### config.mk
export PLATFORM = sky130hd
export DESIGN_NAME = rtd_average_to_temperature_core
export DESIGN_NICKNAME = d
export VERILOG_FILES = /design/src/rtd_pkg.sv /design/src/rtd_smul.sv /design/src/rtd_sdiv.sv /design/src/rtd_average_to_temperature_core.sv
export SDC_FILE = /design/constraint.sdc
export NUM_CORES = 2
export LEC_CHECK = 0
export ABC_AREA = 1
export BUFFER_PORTS_ARGS = -buffer_cell sky130_fd_sc_hd__buf_2
export CAP_MARGIN = 20
export CORE_MARGIN = 2
export CORE_UTILIZATION = 58
export DETAILED_ROUTE_END_ITERATION = 6
export PLACE_DENSITY = 0.75
export SLEW_MARGIN = 20
export SYNTH_ARGS = -nofsm -noshare
export SYNTH_HDL_FRONTEND = slang
export SYNTH_SLANG_ARGS = --single-unit
### constraint.sdc
create_clock -name clk -period 11.5 [get_ports clk]
set_input_delay 1.725 -clock clk [delete_from_list [all_inputs] [get_ports clk]]
set_output_delay 1.725 -clock clk [all_outputs]
set_load 0.01 [all_outputs]
### src/rtd_pkg.sv
// ----------------------------------------------------------------------------
// rtd_pkg
// Register indexes, reset values and limits for the RTD averaging core.
// ----------------------------------------------------------------------------
package rtd_pkg;

  typedef enum logic [2:0] {
    REG_SAMPLE_COUNT = 3'd0,
    REG_REF_RES      = 3'd1,
    REG_ZERO_RES     = 3'd2,
    REG_COEF_LIN     = 3'd3,
    REG_COEF_SQ      = 3'd4
  } cfg_reg_t;

  localparam logic [7:0]  RST_SAMPLE_COUNT = 8'd10;
  localparam logic [15:0] RST_REF_RES      = 16'd43000;
  localparam logic [15:0] RST_ZERO_RES     = 16'd10000;
  localparam logic [35:0] RST_COEF_LIN     = 36'd4297221300;
  localparam logic [31:0] RST_COEF_SQ      = 32'hFFF64F28; // -635096

  localparam logic signed [14:0] TEMP_MAX = 15'sd9000;
  localparam logic signed [14:0] TEMP_MIN = -15'sd2500;

  localparam int SUM_W = 23;

endpackage

### src/rtd_smul.sv
// ----------------------------------------------------------------------------
// rtd_smul
// Bit-serial shift-add multiplier, one multiplier bit per cycle.
// ----------------------------------------------------------------------------
module rtd_smul #(
  parameter int AW = 36,
  parameter int BW = 36
) (
  input  logic                 clk,
  input  logic                 rst,
  input  logic                 start,
  input  logic [AW-1:0]        a,
  input  logic [BW-1:0]        b,
  output logic                 busy,
  output logic [AW+BW-1:0]     product
);

  localparam int CW = $clog2(BW + 1);

  logic [AW+BW-1:0] p;
  logic [AW-1:0]    areg;
  logic [CW-1:0]    cnt;
  logic [AW:0]      sum;

  // add the multiplicand when the low bit of the multiplier is set
  assign sum     = {1'b0, p[AW+BW-1:BW]} + (p[0] ? {1'b0, areg} : '0);
  assign product = p;

  always_ff @(posedge clk) begin
    if (rst) begin
      busy <= 1'b0;
      cnt  <= '0;
    end else if (start) begin
      p    <= {{AW{1'b0}}, b};
      areg <= a;
      cnt  <= CW'(BW);
      busy <= 1'b1;
    end else if (busy) begin
      p   <= {sum, p[BW-1:1]};
      cnt <= cnt - 1'b1;
      if (cnt == CW'(1)) begin
        busy <= 1'b0;
      end
    end
  end

endmodule

### src/rtd_sdiv.sv
// ----------------------------------------------------------------------------
// rtd_sdiv
// Restoring divider, one quotient bit per cycle. The caller guarantees that
// the quotient fits in QW bits.
// ----------------------------------------------------------------------------
module rtd_sdiv #(
  parameter int NW = 63,
  parameter int DW = 39,
  parameter int QW = 32
) (
  input  logic          clk,
  input  logic          rst,
  input  logic          start,
  input  logic [NW-1:0] num,
  input  logic [DW-1:0] den,
  output logic          busy,
  output logic [QW-1:0] quotient
);

  localparam int CW = $clog2(QW + 1);

  logic [DW-1:0] rem;
  logic [DW-1:0] dreg;
  logic [QW-1:0] lowq;
  logic [CW-1:0] cnt;
  logic [DW:0]   t;
  logic [DW:0]   diff;
  logic          ge;

  assign t        = {rem, lowq[QW-1]};
  assign ge       = t >= {1'b0, dreg};
  assign diff     = t - {1'b0, dreg};
  assign quotient = lowq;

  always_ff @(posedge clk) begin
    if (rst) begin
      busy <= 1'b0;
      cnt  <= '0;
    end else if (start) begin
      rem  <= DW'(num >> QW);
      lowq <= num[QW-1:0];
      dreg <= den;
      cnt  <= CW'(QW);
      busy <= 1'b1;
    end else if (busy) begin
      rem  <= ge ? diff[DW-1:0] : t[DW-1:0];
      lowq <= {lowq[QW-2:0], ge};
      cnt  <= cnt - 1'b1;
      if (cnt == CW'(1)) begin
        busy <= 1'b0;
      end
    end
  end

endmodule

### src/rtd_average_to_temperature_core.sv
// ----------------------------------------------------------------------------
// rtd_average_to_temperature_core
// Averages clean RTD codes and converts the mean to tenths of degC with the
// inverse Callendar-Van Dusen quadratic, using bit-serial arithmetic.
// ----------------------------------------------------------------------------
//  channel  handshake              payload
//  item     item_valid/item_stall  raw_word, fault_status
//  result   result_valid/          temp_tenths, temp_updated, fault_code,
//           result_stall           alarm_raised
//  cfg      cfg_valid/cfg_ready    cfg_index, cfg_data
//
// An item that does not convert goes from S_IDLE to S_DONE, which loads the
// result registers when the channel is free. A converting item passes
// through the serial squaring of coefficient A, the ratio divide, the B*d
// product, the root and the final divide, with control states between.
// One item is in work at a time; a stalled result holds its register.
// Reset clears sums, counter, held temperature, alarm, valid; loads config.
// ----------------------------------------------------------------------------
module rtd_average_to_temperature_core
  import rtd_pkg::*;
#(
  parameter int CODE_BITS = 15
) (
  input  logic               clk,
  input  logic               rst,
  input  logic               item_valid,
  output logic               item_stall,
  input  logic [15:0]        raw_word,
  input  logic [7:0]         fault_status,
  output logic               result_valid,
  input  logic               result_stall,
  output logic signed [14:0] temp_tenths,
  output logic               temp_updated,
  output logic [7:0]         fault_code,
  output logic               alarm_raised,
  input  logic               cfg_valid,
  output logic               cfg_ready,
  input  logic [2:0]         cfg_index,
  input  logic [35:0]        cfg_data
);

  localparam int DNM_W = 24 + CODE_BITS;

  typedef enum logic [3:0] {
    S_IDLE, S_MUL, S_MULW, S_SAT, S_DIVW, S_RHO, S_PROD, S_PRODW,
    S_DISC, S_SQRT, S_DEN, S_CHK, S_DIV2W, S_FIN, S_DONE
  } state_t;

  state_t state;

  logic [7:0]  sample_count;
  logic [15:0] reference_resistance;
  logic [15:0] zero_resistance;
  logic [35:0] coef_linear;
  logic [31:0] coef_square;

  logic [SUM_W-1:0] sample_sum;
  logic [7:0]       sample_counter;
  logic signed [14:0] held_temperature;
  logic             alarm_latched;

  logic [SUM_W-1:0] conv_sum;
  logic [7:0]       conv_cnt;
  logic             p_upd;
  logic             p_raised;
  logic [7:0]       p_fault;

  logic [32:0] rho;
  logic        dneg;
  logic [31:0] dmag;
  logic [63:0] sq_v;
  logic [31:0] sq_r;
  logic [33:0] sq_rem;
  logic [4:0]  sq_cnt;
  logic [45:0] n2;
  logic [33:0] d2;
  logic signed [14:0] tres;

  logic [CODE_BITS-1:0] code;
  logic                 accept;

  logic        mul_start, prod_start, div1_start, div2_start;
  logic        num_busy, dnm_busy, a2_busy, prod_busy, div1_busy, div2_busy;
  logic [38:0] num_p;
  logic [23:0] dnm_p;
  logic [71:0] a2_p;
  logic [63:0] prod_p;
  logic [31:0] q1;
  logic [13:0] q2;

  logic [DNM_W-1:0] dnm;
  logic [53:0]      a2;
  logic             sat1;
  logic [31:0]      bmag;
  logic             plus;
  logic [35:0]      rem_sh;
  logic [35:0]      trial;
  logic             sq_ge;
  logic [32:0]      den;

  assign code   = CODE_BITS'(raw_word >> 1);
  assign accept = item_valid && !item_stall;

  assign item_stall = (state != S_IDLE);
  assign cfg_ready  = 1'b1;

  assign mul_start  = (state == S_MUL);
  assign prod_start = (state == S_PROD);
  assign div1_start = (state == S_SAT) && !sat1;
  assign div2_start = (state == S_CHK) && ({2'b0, n2} < {d2, 14'b0});

  assign dnm  = {dnm_p, {CODE_BITS{1'b0}}};
  assign a2   = a2_p[71:18];
  assign sat1 = {9'b0, num_p} >= {dnm, 8'b0};
  assign bmag = coef_square[31] ? (~coef_square + 32'd1) : coef_square;
  assign plus = coef_square[31] != dneg;

  assign rem_sh = {sq_rem, sq_v[63:62]};
  assign trial  = {2'b0, sq_r, 2'b01};
  assign sq_ge  = rem_sh >= trial;
  assign den    = 33'(coef_linear >> 9) + {1'b0, sq_r};

  rtd_smul #(.AW(16), .BW(SUM_W)) u_mul_num (
    .clk(clk), .rst(rst), .start(mul_start), .a(reference_resistance),
    .b(conv_sum), .busy(num_busy), .product(num_p)
  );

  rtd_smul #(.AW(16), .BW(8)) u_mul_dnm (
    .clk(clk), .rst(rst), .start(mul_start), .a(zero_resistance),
    .b(conv_cnt), .busy(dnm_busy), .product(dnm_p)
  );

  rtd_smul #(.AW(36), .BW(36)) u_mul_a2 (
    .clk(clk), .rst(rst), .start(mul_start), .a(coef_linear),
    .b(coef_linear), .busy(a2_busy), .product(a2_p)
  );

  rtd_smul #(.AW(32), .BW(32)) u_mul_prod (
    .clk(clk), .rst(rst), .start(prod_start), .a(bmag),
    .b(dmag), .busy(prod_busy), .product(prod_p)
  );

  rtd_sdiv #(.NW(63), .DW(DNM_W), .QW(32)) u_div_rho (
    .clk(clk), .rst(rst), .start(div1_start), .num({num_p, 24'b0}),
    .den(dnm), .busy(div1_busy), .quotient(q1)
  );

  rtd_sdiv #(.NW(46), .DW(34), .QW(14)) u_div_temp (
    .clk(clk), .rst(rst), .start(div2_start), .num(n2),
    .den(d2), .busy(div2_busy), .quotient(q2)
  );

  always_ff @(posedge clk) begin
    if (rst) begin
      state                <= S_IDLE;
      sample_count         <= RST_SAMPLE_COUNT;
      reference_resistance <= RST_REF_RES;
      zero_resistance      <= RST_ZERO_RES;
      coef_linear          <= RST_COEF_LIN;
      coef_square          <= RST_COEF_SQ;
      sample_sum           <= '0;
      sample_counter       <= '0;
      held_temperature     <= '0;
      alarm_latched        <= 1'b0;
      result_valid         <= 1'b0;
    end else begin
      if (cfg_valid && cfg_ready) begin
        case (cfg_index)
          REG_SAMPLE_COUNT: sample_count         <= cfg_data[7:0];
          REG_REF_RES:      reference_resistance <= cfg_data[15:0];
          REG_ZERO_RES:     zero_resistance      <= cfg_data[15:0];
          REG_COEF_LIN:     coef_linear          <= cfg_data;
          REG_COEF_SQ:      coef_square          <= cfg_data[31:0];
          default: ;
        endcase
      end

      // drop the result once transferred, unless a new one is loaded now
      if (result_valid && !result_stall && state != S_DONE) begin
        result_valid <= 1'b0;
      end

      unique case (state)
        S_IDLE: begin
          if (accept) begin
            p_fault  <= fault_status;
            p_upd    <= 1'b0;
            p_raised <= 1'b0;
            if (fault_status == 8'd0) begin
              alarm_latched <= 1'b0;
              if (sample_counter < sample_count) begin
                sample_counter <= sample_counter + 8'd1;
                sample_sum     <= sample_sum + SUM_W'(code);
                state          <= S_DONE;
              end else begin
                // drop this code and convert what is held
                conv_sum       <= sample_sum;
                conv_cnt       <= sample_counter;
                sample_counter <= '0;
                sample_sum     <= '0;
                state          <= (sample_counter != 8'd0) ? S_MUL : S_DONE;
              end
            end else begin
              state <= S_DONE;
              if (!alarm_latched) begin
                alarm_latched    <= 1'b1;
                held_temperature <= '0;
                p_raised         <= 1'b1;
              end
            end
          end
        end
        S_MUL: state <= S_MULW;
        S_MULW: begin
          if (!num_busy && !dnm_busy && !a2_busy) begin
            state <= S_SAT;
          end
        end
        S_SAT: begin
          if (sat1) begin
            rho   <= 33'h1_0000_0000;
            state <= S_RHO;
          end else begin
            state <= S_DIVW;
          end
        end
        S_DIVW: begin
          if (!div1_busy) begin
            rho   <= {1'b0, q1};
            state <= S_RHO;
          end
        end
        S_RHO: begin
          dneg  <= rho > 33'h100_0000;
          dmag  <= (rho > 33'h100_0000) ? 32'(rho - 33'h100_0000)
                                        : 32'(33'h100_0000 - rho);
          state <= S_PROD;
        end
        S_PROD: state <= S_PRODW;
        S_PRODW: begin
          if (!prod_busy) begin
            state <= S_DISC;
          end
        end
        S_DISC: begin
          sq_r   <= '0;
          sq_rem <= '0;
          sq_cnt <= 5'd31;
          if (plus || prod_p == 64'd0) begin
            sq_v  <= 64'(a2) + prod_p;
            state <= S_SQRT;
          end else if (prod_p > 64'(a2)) begin
            // negative discriminant: report top of range
            tres  <= TEMP_MAX;
            state <= S_FIN;
          end else begin
            sq_v  <= 64'(a2) - prod_p;
            state <= S_SQRT;
          end
        end
        S_SQRT: begin
          sq_rem <= sq_ge ? 34'(rem_sh - trial) : 34'(rem_sh);
          sq_r   <= {sq_r[30:0], sq_ge};
          sq_v   <= {sq_v[61:0], 2'b00};
          sq_cnt <= sq_cnt - 5'd1;
          if (sq_cnt == 5'd0) begin
            state <= S_DEN;
          end
        end
        S_DEN: begin
          if (den == 33'd0) begin
            tres  <= TEMP_MAX;
            state <= S_FIN;
          end else begin
            // rounded quotient: (dmag*5120 + den) / (2*den)
            n2    <= 46'({dmag, 12'b0}) + 46'({dmag, 10'b0}) + 46'(den);
            d2    <= {den, 1'b0};
            state <= S_CHK;
          end
        end
        S_CHK: begin
          if ({2'b0, n2} >= {d2, 14'b0}) begin
            tres  <= dneg ? TEMP_MAX : TEMP_MIN;
            state <= S_FIN;
          end else begin
            state <= S_DIV2W;
          end
        end
        S_DIV2W: begin
          if (!div2_busy) begin
            if (dneg) begin
              tres <= (q2 > 14'd9000) ? TEMP_MAX : $signed({1'b0, q2});
            end else begin
              tres <= (q2 > 14'd2500) ? TEMP_MIN : -$signed({1'b0, q2});
            end
            state <= S_FIN;
          end
        end
        S_FIN: begin
          held_temperature <= tres;
          p_upd            <= 1'b1;
          state            <= S_DONE;
        end
        S_DONE: begin
          if (!result_valid || !result_stall) begin
            temp_tenths  <= held_temperature;
            temp_updated <= p_upd;
            fault_code   <= p_fault;
            alarm_raised <= p_raised;
            result_valid <= 1'b1;
            state        <= S_IDLE;
          end
        end
        default: state <= S_IDLE;
      endcase
    end
  end

endmodule
After elaboration in Yosys (flattened, before gate mapping)
Cells that the tools add are included.
W data, S select, Z words.
{"block": "classes", "add_sub_neg": 25, "magnitude_cmp": 11, "n_eq_ne": 41, "n_mux": 103, "bitwise_logic": 4, "n_reduce_logical": 67}
{"cell": "$mux W32", "count": 6}
{"cell": "$mux W64", "count": 3}
{"cell": "$mux W15", "count": 11}
{"cell": "$pmux W64 S2", "count": 1}
{"cell": "$mux W39", "count": 3}
{"cell": "$mux W34", "count": 3}
{"cell": "$mux W36", "count": 2}
{"cell": "$mux W72", "count": 1}
{"cell": "$pmux W34 S2", "count": 1}
{"cell": "$sub A34 B34 Y34", "count": 2}
{"cell": "$mux W33", "count": 2}
{"cell": "$pmux W33 S2", "count": 1}
{"cell": "$add A54 B64 Y64", "count": 1}
{"cell": "$gt A64 B54 Y1", "count": 1}
{"cell": "$logic_not A64 Y1", "count": 1}
{"cell": "$pmux W32 S2", "count": 1}
{"cell": "$sub A54 B64 Y64", "count": 1}
{"cell": "$mux W31", "count": 2}
{"cell": "$pmux W15 S4", "count": 1}
{"cell": "$pmux W4 S15", "count": 1}
{"cell": "$mux W4", "count": 14}
{"cell": "$ge A46 B48 Y1", "count": 1}
{"cell": "$lt A46 B48 Y1", "count": 1}
{"cell": "$ge A39 B47 Y1", "count": 1}
{"cell": "68 further kinds", "count": 189}
{"block": "word_totals", "ff_bits": 1033, "input_bits": 68, "elab_cells": 321}

Logic depth before layout (Yosys ltp)
{"block": "logic_depth", "depth_word": 6, "depth_mapped": 29, "mapped_depth_nobuf": 29}

Modules after synthesis
Synthesis repeated with hierarchy kept, for this count alone.
{"block": "unflattened", "cells_unflattened": 9958, "area_unflattened_um2": 73111.4}
{"module": "rtd_average_to_temperature_core", "instances": 1, "cells_each": 5310, "area_each_um2": 38509.4}
{"module": "rtd_sdiv at u_div_rho", "instances": 1, "cells_each": 1167, "area_each_um2": 8266.7}
{"module": "rtd_smul at u_mul_a2", "instances": 1, "cells_each": 910, "area_each_um2": 7075.5}
{"module": "rtd_sdiv at u_div_temp", "instances": 1, "cells_each": 977, "area_each_um2": 6730.2}
{"module": "rtd_smul at u_mul_prod", "instances": 1, "cells_each": 854, "area_each_um2": 6458.7}
{"module": "rtd_smul at u_mul_num", "instances": 1, "cells_each": 405, "area_each_um2": 3365.7}
{"module": "rtd_smul at u_mul_dnm", "instances": 1, "cells_each": 335, "area_each_um2": 2705.1}

Worst setup path after synthesis
No wires, ideal clock.
{"block": "synth_timing", "path_type": "input-to-reg", "startpoint": "input rst", "endpoint": "register sq_v[0] (enable)", "arrival_ps": 11800, "required_ps": 10916, "setup_slack_ps": -884, "stages": 3, "path_buffers": 1, "path_cell_list": "clkbuf_1 -> nor3_1 -> a21boi_0"}
{"block": "synth_between", "elab_chain_cells": 2}
{"item": "start: declaration", "line_no": "rtd_average_to_temperature_core.sv:25", "rtl": "input logic rst,"}
{"item": "$not A1 Y1 (no source line)"}
{"item": "$reduce_and A3 Y1 (no source line)"}
{"item": "end signal: assignment", "line_no": "rtd_average_to_temperature_core.sv:250", "rtl": "sq_v <= 64'(a2) + prod_p;"}
{"item": "end signal: assignment", "line_no": "rtd_average_to_temperature_core.sv:257", "rtl": "sq_v <= 64'(a2) - prod_p;"}
{"item": "end signal: assignment", "line_no": "rtd_average_to_temperature_core.sv:264", "rtl": "sq_v <= {sq_v[61:0], 2'b00};"}
{"item": "end: declaration", "line_no": "rtd_average_to_temperature_core.sv:71", "rtl": "logic [63:0] sq_v;"}
Every way passes these cells.
A chain may end at the register's enable or synchronous reset.

Final worst setup path
{"block": "layout_timing", "startpoint": "register u_mul_dnm.p[0] (netlist: u_mul_dnm.product[0])", "endpoint": "register u_div_rho.rem[38] (enable)"}
{"block": "layout_between", "elab_chain_cells": 5}
{"item": "start: declaration", "line_no": "rtd_smul.sv:20", "rtl": "logic [AW+BW-1:0] p;"}
{"item": "start signal: assignment", "line_no": "rtd_smul.sv:34", "rtl": "p <= {{AW{1'b0}}, b};"}
{"item": "start signal: assignment", "line_no": "rtd_smul.sv:39", "rtl": "p <= {sum, p[BW-1:1]};"}
{"item": "$ge A39 B47 Y1", "line_no": "rtd_average_to_temperature_core.sv:114", "rtl": "assign sat1 = {9'b0, num_p} >= {dnm, 8'b0};"}
{"item": "$logic_not A1 Y1", "line_no": "rtd_average_to_temperature_core.sv:109", "rtl": "assign div1_start = (state == S_SAT) && !sat1;"}
{"item": "$logic_and A1 B1 Y1", "line_no": "rtd_average_to_temperature_core.sv:109"}
{"item": "$reduce_bool A2 Y1 (no source line)"}
{"item": "$reduce_and A2 Y1 (no source line)"}
{"item": "end signal: assignment", "line_no": "rtd_sdiv.sv:40", "rtl": "rem <= DW'(num >> QW);"}
{"item": "end signal: assignment", "line_no": "rtd_sdiv.sv:46", "rtl": "rem <= ge ? diff[DW-1:0] : t[DW-1:0];"}
{"item": "end: declaration", "line_no": "rtd_sdiv.sv:22", "rtl": "logic [DW-1:0] rem;"}
Every way passes these cells.

==> key figures <==
Critical path
  – Worst path most repeated cell: sky130_fd_sc_hd__buf_4
  – Highest fanout seen on the critical path: 71
  – Master of the slowest instance on the critical path: sky130_fd_sc_hd__a21oi_4
  – Nature of the critical path startpoint: flop
  – Critical Path End Type: flop
  – Maximum cell stage delay along the critical path: 840 ps
  – Top delay family on crit path: buffers and inverters
  – CP bufs+invs: 5
  – Endpoint arrival time on the critical path: 5700 ps
  – Crit path cell chain: ha_1 -> inv_1 -> a21oi_1 -> o21ai_0 -> nand4_1 -> o211ai_1 -> nand4_1 -> nand3_1 -> nor2_4 -> buf_4 -> clkinv_1 -> buf_4 -> a21oi_4 -> buf_4
  – Crit path required time: 11830 ps
  – Worst Setup Path Type: flop to flop

Logic synthesis
  – Number of synthesized flops with an enable pin: 825
  – Mapped Area: 65690 sq um
  – Dominant cell type by area after synthesis: sky130_fd_sc_hd__edfxtp_1
  – Average cell area after synthesis: 8.006 sq um
  – Synth top area cells: sky130_fd_sc_hd__edfxtp_1 38%, sky130_fd_sc_hd__nand2_1 10%, sky130_fd_sc_hd__ha_1 8.7%, sky130_fd_sc_hd__inv_1 6.9%, sky130_fd_sc_hd__dfxtp_1 6.0%
  – Most used flip-flop cell after synthesis: sky130_fd_sc_hd__edfxtp_1
  – Number of storage elements in the synthesis netlist: 1022
  – Net count after synthesis: 8763
  – Register area share after synthesis: 0.4372
  – Yosys top cell area share: 0.3771
  – Number of standard cells after synthesis: 8205
  – Yosys warning total: 0
  – Number of distinct library cells after synthesis: 68
  – Post-synthesis async set-or-reset flop share: 0

Global routing
  – Number of antenna violations at the first check in global routing: 4
  – First-pass GRT wire length: 300300 um
  – Largest net degree at the start of global routing: 110
  – Number of global-route vias before repair: 53180
  – Global router's overall resource usage: 0.3337
  – Leftover overflow at the end of global routing: 0

Timing
  – Total negative slack: 0 ps
  – Unrepaired setup endpoints after global routing: no
  – Period utilization: 0.4669
  – Skew final: 35.24 ps
  – Setup-failing EPs final: 0
  – Actual transition at the worst max-transition pin: 1247 ps
  – Least setup slack across all paths after layout: 6130 ps
  – Number of endpoints with negative hold slack in the final report: 0
  – Normalized max-slew margin: 0.1611
  – Final period demand of the worst path: 5370 ps
  – Max-slew violation total from the final report: 0
  – Max frequency: 186.2 MHz
  – WHS: 411.1 ps

Route
  – Via count: 56340
  – Post-Route WL: 197000 um
  – DRC viols: 0
  – Iteration count of the initial detailed-routing pass: 6
  – DR iter-0 viols: 4991
  – Residual antenna-violating net count after detailed routing: 0
  – Avg WL per Cell: 20.02 um
  – Post-DR vias/cell: 5.728

Clock tree
  – Clock input transition at the sequential cells of the worst setup and hold paths: 60 ps
  – CTS Buffer Depth: 3
  – Number of buffers created by CTS: 106
  – Root Buffer: sky130_fd_sc_hd__clkbuf_16
  – Setup bufs post-CTS: 0
  – Number of instances resized during post-cts repair: 0
  – Count of clock tree sinks: 1022
  – H-Tree Depth: 3
  – Hold buffer count at cts: 0
  – Clk_lat worst skew: 720 ps
  – TritonCTS clock tree: built

Placed design
  – Placed wire-length estimate after detailed placement: 154800 um
  – Number of I/O port buffers: 93
  – Post-placement cell area: 67610 sq um
  – DP Worst Slack: 6116 ps
  – Final weighted congestion of routability-driven global placement: 1.021
  – Placed cell count: 9635

Power and ir drop
  – Design internal power: 7.786 mW
  – Total Power: 12.28 mW
  – Relative contribution of combinational cells to total power: 0.313
  – Pleak: 31.01 nW
  – Clock power frac: 0.291
  – Reported net switching power: 4.490 mW
  – Reg power frac: 0.396
  – Power density of the placed cells: 172.3 nW/um^2
  – Max IR drop VDD: 0.1426 mV
  – Share of total power consumed by net switching: 0.3657

Floorplanning
  – Placeable core region: 112300 sq um
  – Chip height: 340.5 um
  – Starting utilization of the core area: 0.5847
  – Number of primary I/O pins: 96
  – Core Rows: 123
  – Die boundary width: 340.5 um
  – Total die area: 116000 sq um

Finish
  – Nets: 8801
  – Final design instance area without fill: 71240 sq um
  – Area Overhead vs Synth: 8.451%
  – Core occupancy in the finished layout: 0.6341
  – Filler cell count: 9775
  – Fraction of layout instances using a drive strength above 1: 0.04859
  – Post-route non-filler standard cell count: 9836

Job
  – Count of max-cap constraint violations: 0

Hold path
  – Kind of path behind the tightest hold check: flop to flop

Run status
  – Run status: finished clean
-- layout by cell type (no fill, tap or decap), types with 10 or more instances in the layout --
cell type	n
sky130_fd_sc_hd__o21bai_1	32
sky130_fd_sc_hd__o21ai_1	55
sky130_fd_sc_hd__a21oi_1	702
sky130_fd_sc_hd__nand3b_1	18
sky130_fd_sc_hd__a211oi_1	11
sky130_fd_sc_hd__buf_2	93
sky130_fd_sc_hd__clkinv_1	15
sky130_fd_sc_hd__o21ai_0	662
sky130_fd_sc_hd__clkbuf_16	106
sky130_fd_sc_hd__xnor2_1	86
sky130_fd_sc_hd__a21boi_1	10
sky130_fd_sc_hd__or2_2	15
sky130_fd_sc_hd__nor4_1	51
sky130_fd_sc_hd__xor2_1	160
sky130_fd_sc_hd__a31oi_1	71
sky130_fd_sc_hd__o211ai_1	39
sky130_fd_sc_hd__nor2_1	867
sky130_fd_sc_hd__bufinv_16	12
sky130_fd_sc_hd__nand3_1	297
sky130_fd_sc_hd__buf_4	46
sky130_fd_sc_hd__a21o_1	37
sky130_fd_sc_hd__nand2_1	1794
sky130_fd_sc_hd__nand4_1	82
sky130_fd_sc_hd__fa_1	32
sky130_fd_sc_hd__a21boi_0	15
sky130_fd_sc_hd__dfxtp_1	197
sky130_fd_sc_hd__inv_2	10
sky130_fd_sc_hd__inv_1	1200
sky130_fd_sc_hd__inv_6	10
sky130_fd_sc_hd__nor3_1	83
sky130_fd_sc_hd__ha_1	458
sky130_fd_sc_hd__edfxtp_1	825
sky130_fd_sc_hd__o21a_1	51
sky130_fd_sc_hd__clkinv_2	28
sky130_fd_sc_hd__nor2_4	13
sky130_fd_sc_hd__clkbuf_1	16
-- synthesized netlist by cell type (all sizes together), types with 4 or more instances --
cell type and count:
a211oi 11, a21boi 29, a21o 37, a21oi 712
a221oi 8, a31oi 71, and3 5, buf 71
clkbuf 138, clkinv 5, dfxtp 197, edfxtp 825
fa 32, ha 458, inv 1214, nand2 1802
nand3 298, nand3b 18, nand4 82, nor2 884
nor3 93, nor3b 4, nor4 54, o211ai 39
o21a 51, o21ai 723, o21bai 33, o221ai 8
o22ai 9, o31ai 9, or2 20, xnor2 86
xor2 160
-- routing by layer --
| metal | GRT usage | wire length [um] |
|---|---|---|
| met1 | 0.4572 | 84480 |
| met5 | 0 | 27 |
| met4 | 0.1558 | 10260 |
| met3 | 0.05047 | 15450 |
| met2 | 0.5235 | 86750 |
-- worst reg2reg max path: stages (launching register included) --
cell                       delay (ps)
sky130_fd_sc_hd__edfxtp_1         820
sky130_fd_sc_hd__ha_1             270
sky130_fd_sc_hd__inv_1             50
sky130_fd_sc_hd__a21oi_1          120
sky130_fd_sc_hd__o21ai_0          100
sky130_fd_sc_hd__nand4_1           80
sky130_fd_sc_hd__o211ai_1         110
sky130_fd_sc_hd__nand4_1          130
sky130_fd_sc_hd__nand3_1          410
sky130_fd_sc_hd__nor2_4           200
sky130_fd_sc_hd__buf_4            600
sky130_fd_sc_hd__clkinv_1         230
sky130_fd_sc_hd__buf_4            310
sky130_fd_sc_hd__a21oi_4          850
sky130_fd_sc_hd__buf_4            630
-- power groups by stage --
stage	clock network, mW	logic [mW]	registers, mW
3_5_place_dp	0	3.75	4.92
6_report	3.57	3.85	4.86
2_1_floorplan	0	2.70	4.81
3_3_place_gp	0	3.68	4.91
4_1_cts	3.61	3.77	4.85
5_1_grt	3.75	4.28	4.89
-- final cells by class --
type	count	area, sq um	share of cell area
diodes	1	2.502	0.00003513
clock buffers	128	2795	0.03924
clock inverters	72	812.0	0.01140
inverters	1219	4581	0.06430
multi-input cells	5755	31650	0.4442
flip-flops and latches	1022	28720	0.4031
well taps	1500	1877	0.02634
repair buffers	139	810.8	0.01138
-- final timing paths --
path / from / endpoint / slack [ps] / cells past startpoint
worst max-delay path: u_mul_dnm.product[0] / u_div_rho.rem[38] / 6130 / 14
worst min-delay path: p_fault[7] / fault_code[7] / 410 / 0
worst max register to register: u_mul_dnm.product[0] / u_div_rho.rem[38] / 6130 / 14
worst min register to register: p_fault[7] / fault_code[7] / 410 / 0
-- sequential cells by signal (all words and copies together) (netlist names), 32 cells and up --
name,count
u_mul_num.product,39
n2,45
dmag,32
rho,33
coef_linear,36
sq_r,32
u_mul_prod.areg,32
u_div_rho.rem,39
u_mul_a2.product,72
sq_v,64
u_mul_a2.areg,36
sq_rem,34
u_mul_prod.product,64
coef_square,32
u_div_temp.dreg,33
u_div_rho.quotient,32
u_div_temp.rem,34
-- cells by family after synthesis --
group | Yosys count | synth area share
and+or+nand+nor | 3263 | 0.2031
AOI/OAI and AO/OA | 1754 | 0.1464
buffers and inverters | 1428 | 0.08327
DFF | 1022 | 0.4372
adders and majority gates | 490 | 0.09699
xor gates and xnor gates | 246 | 0.03280
other | 1 | 0.00005709
muxes | 1 | 0.0001524
Power figures use the tool's default switching activity.
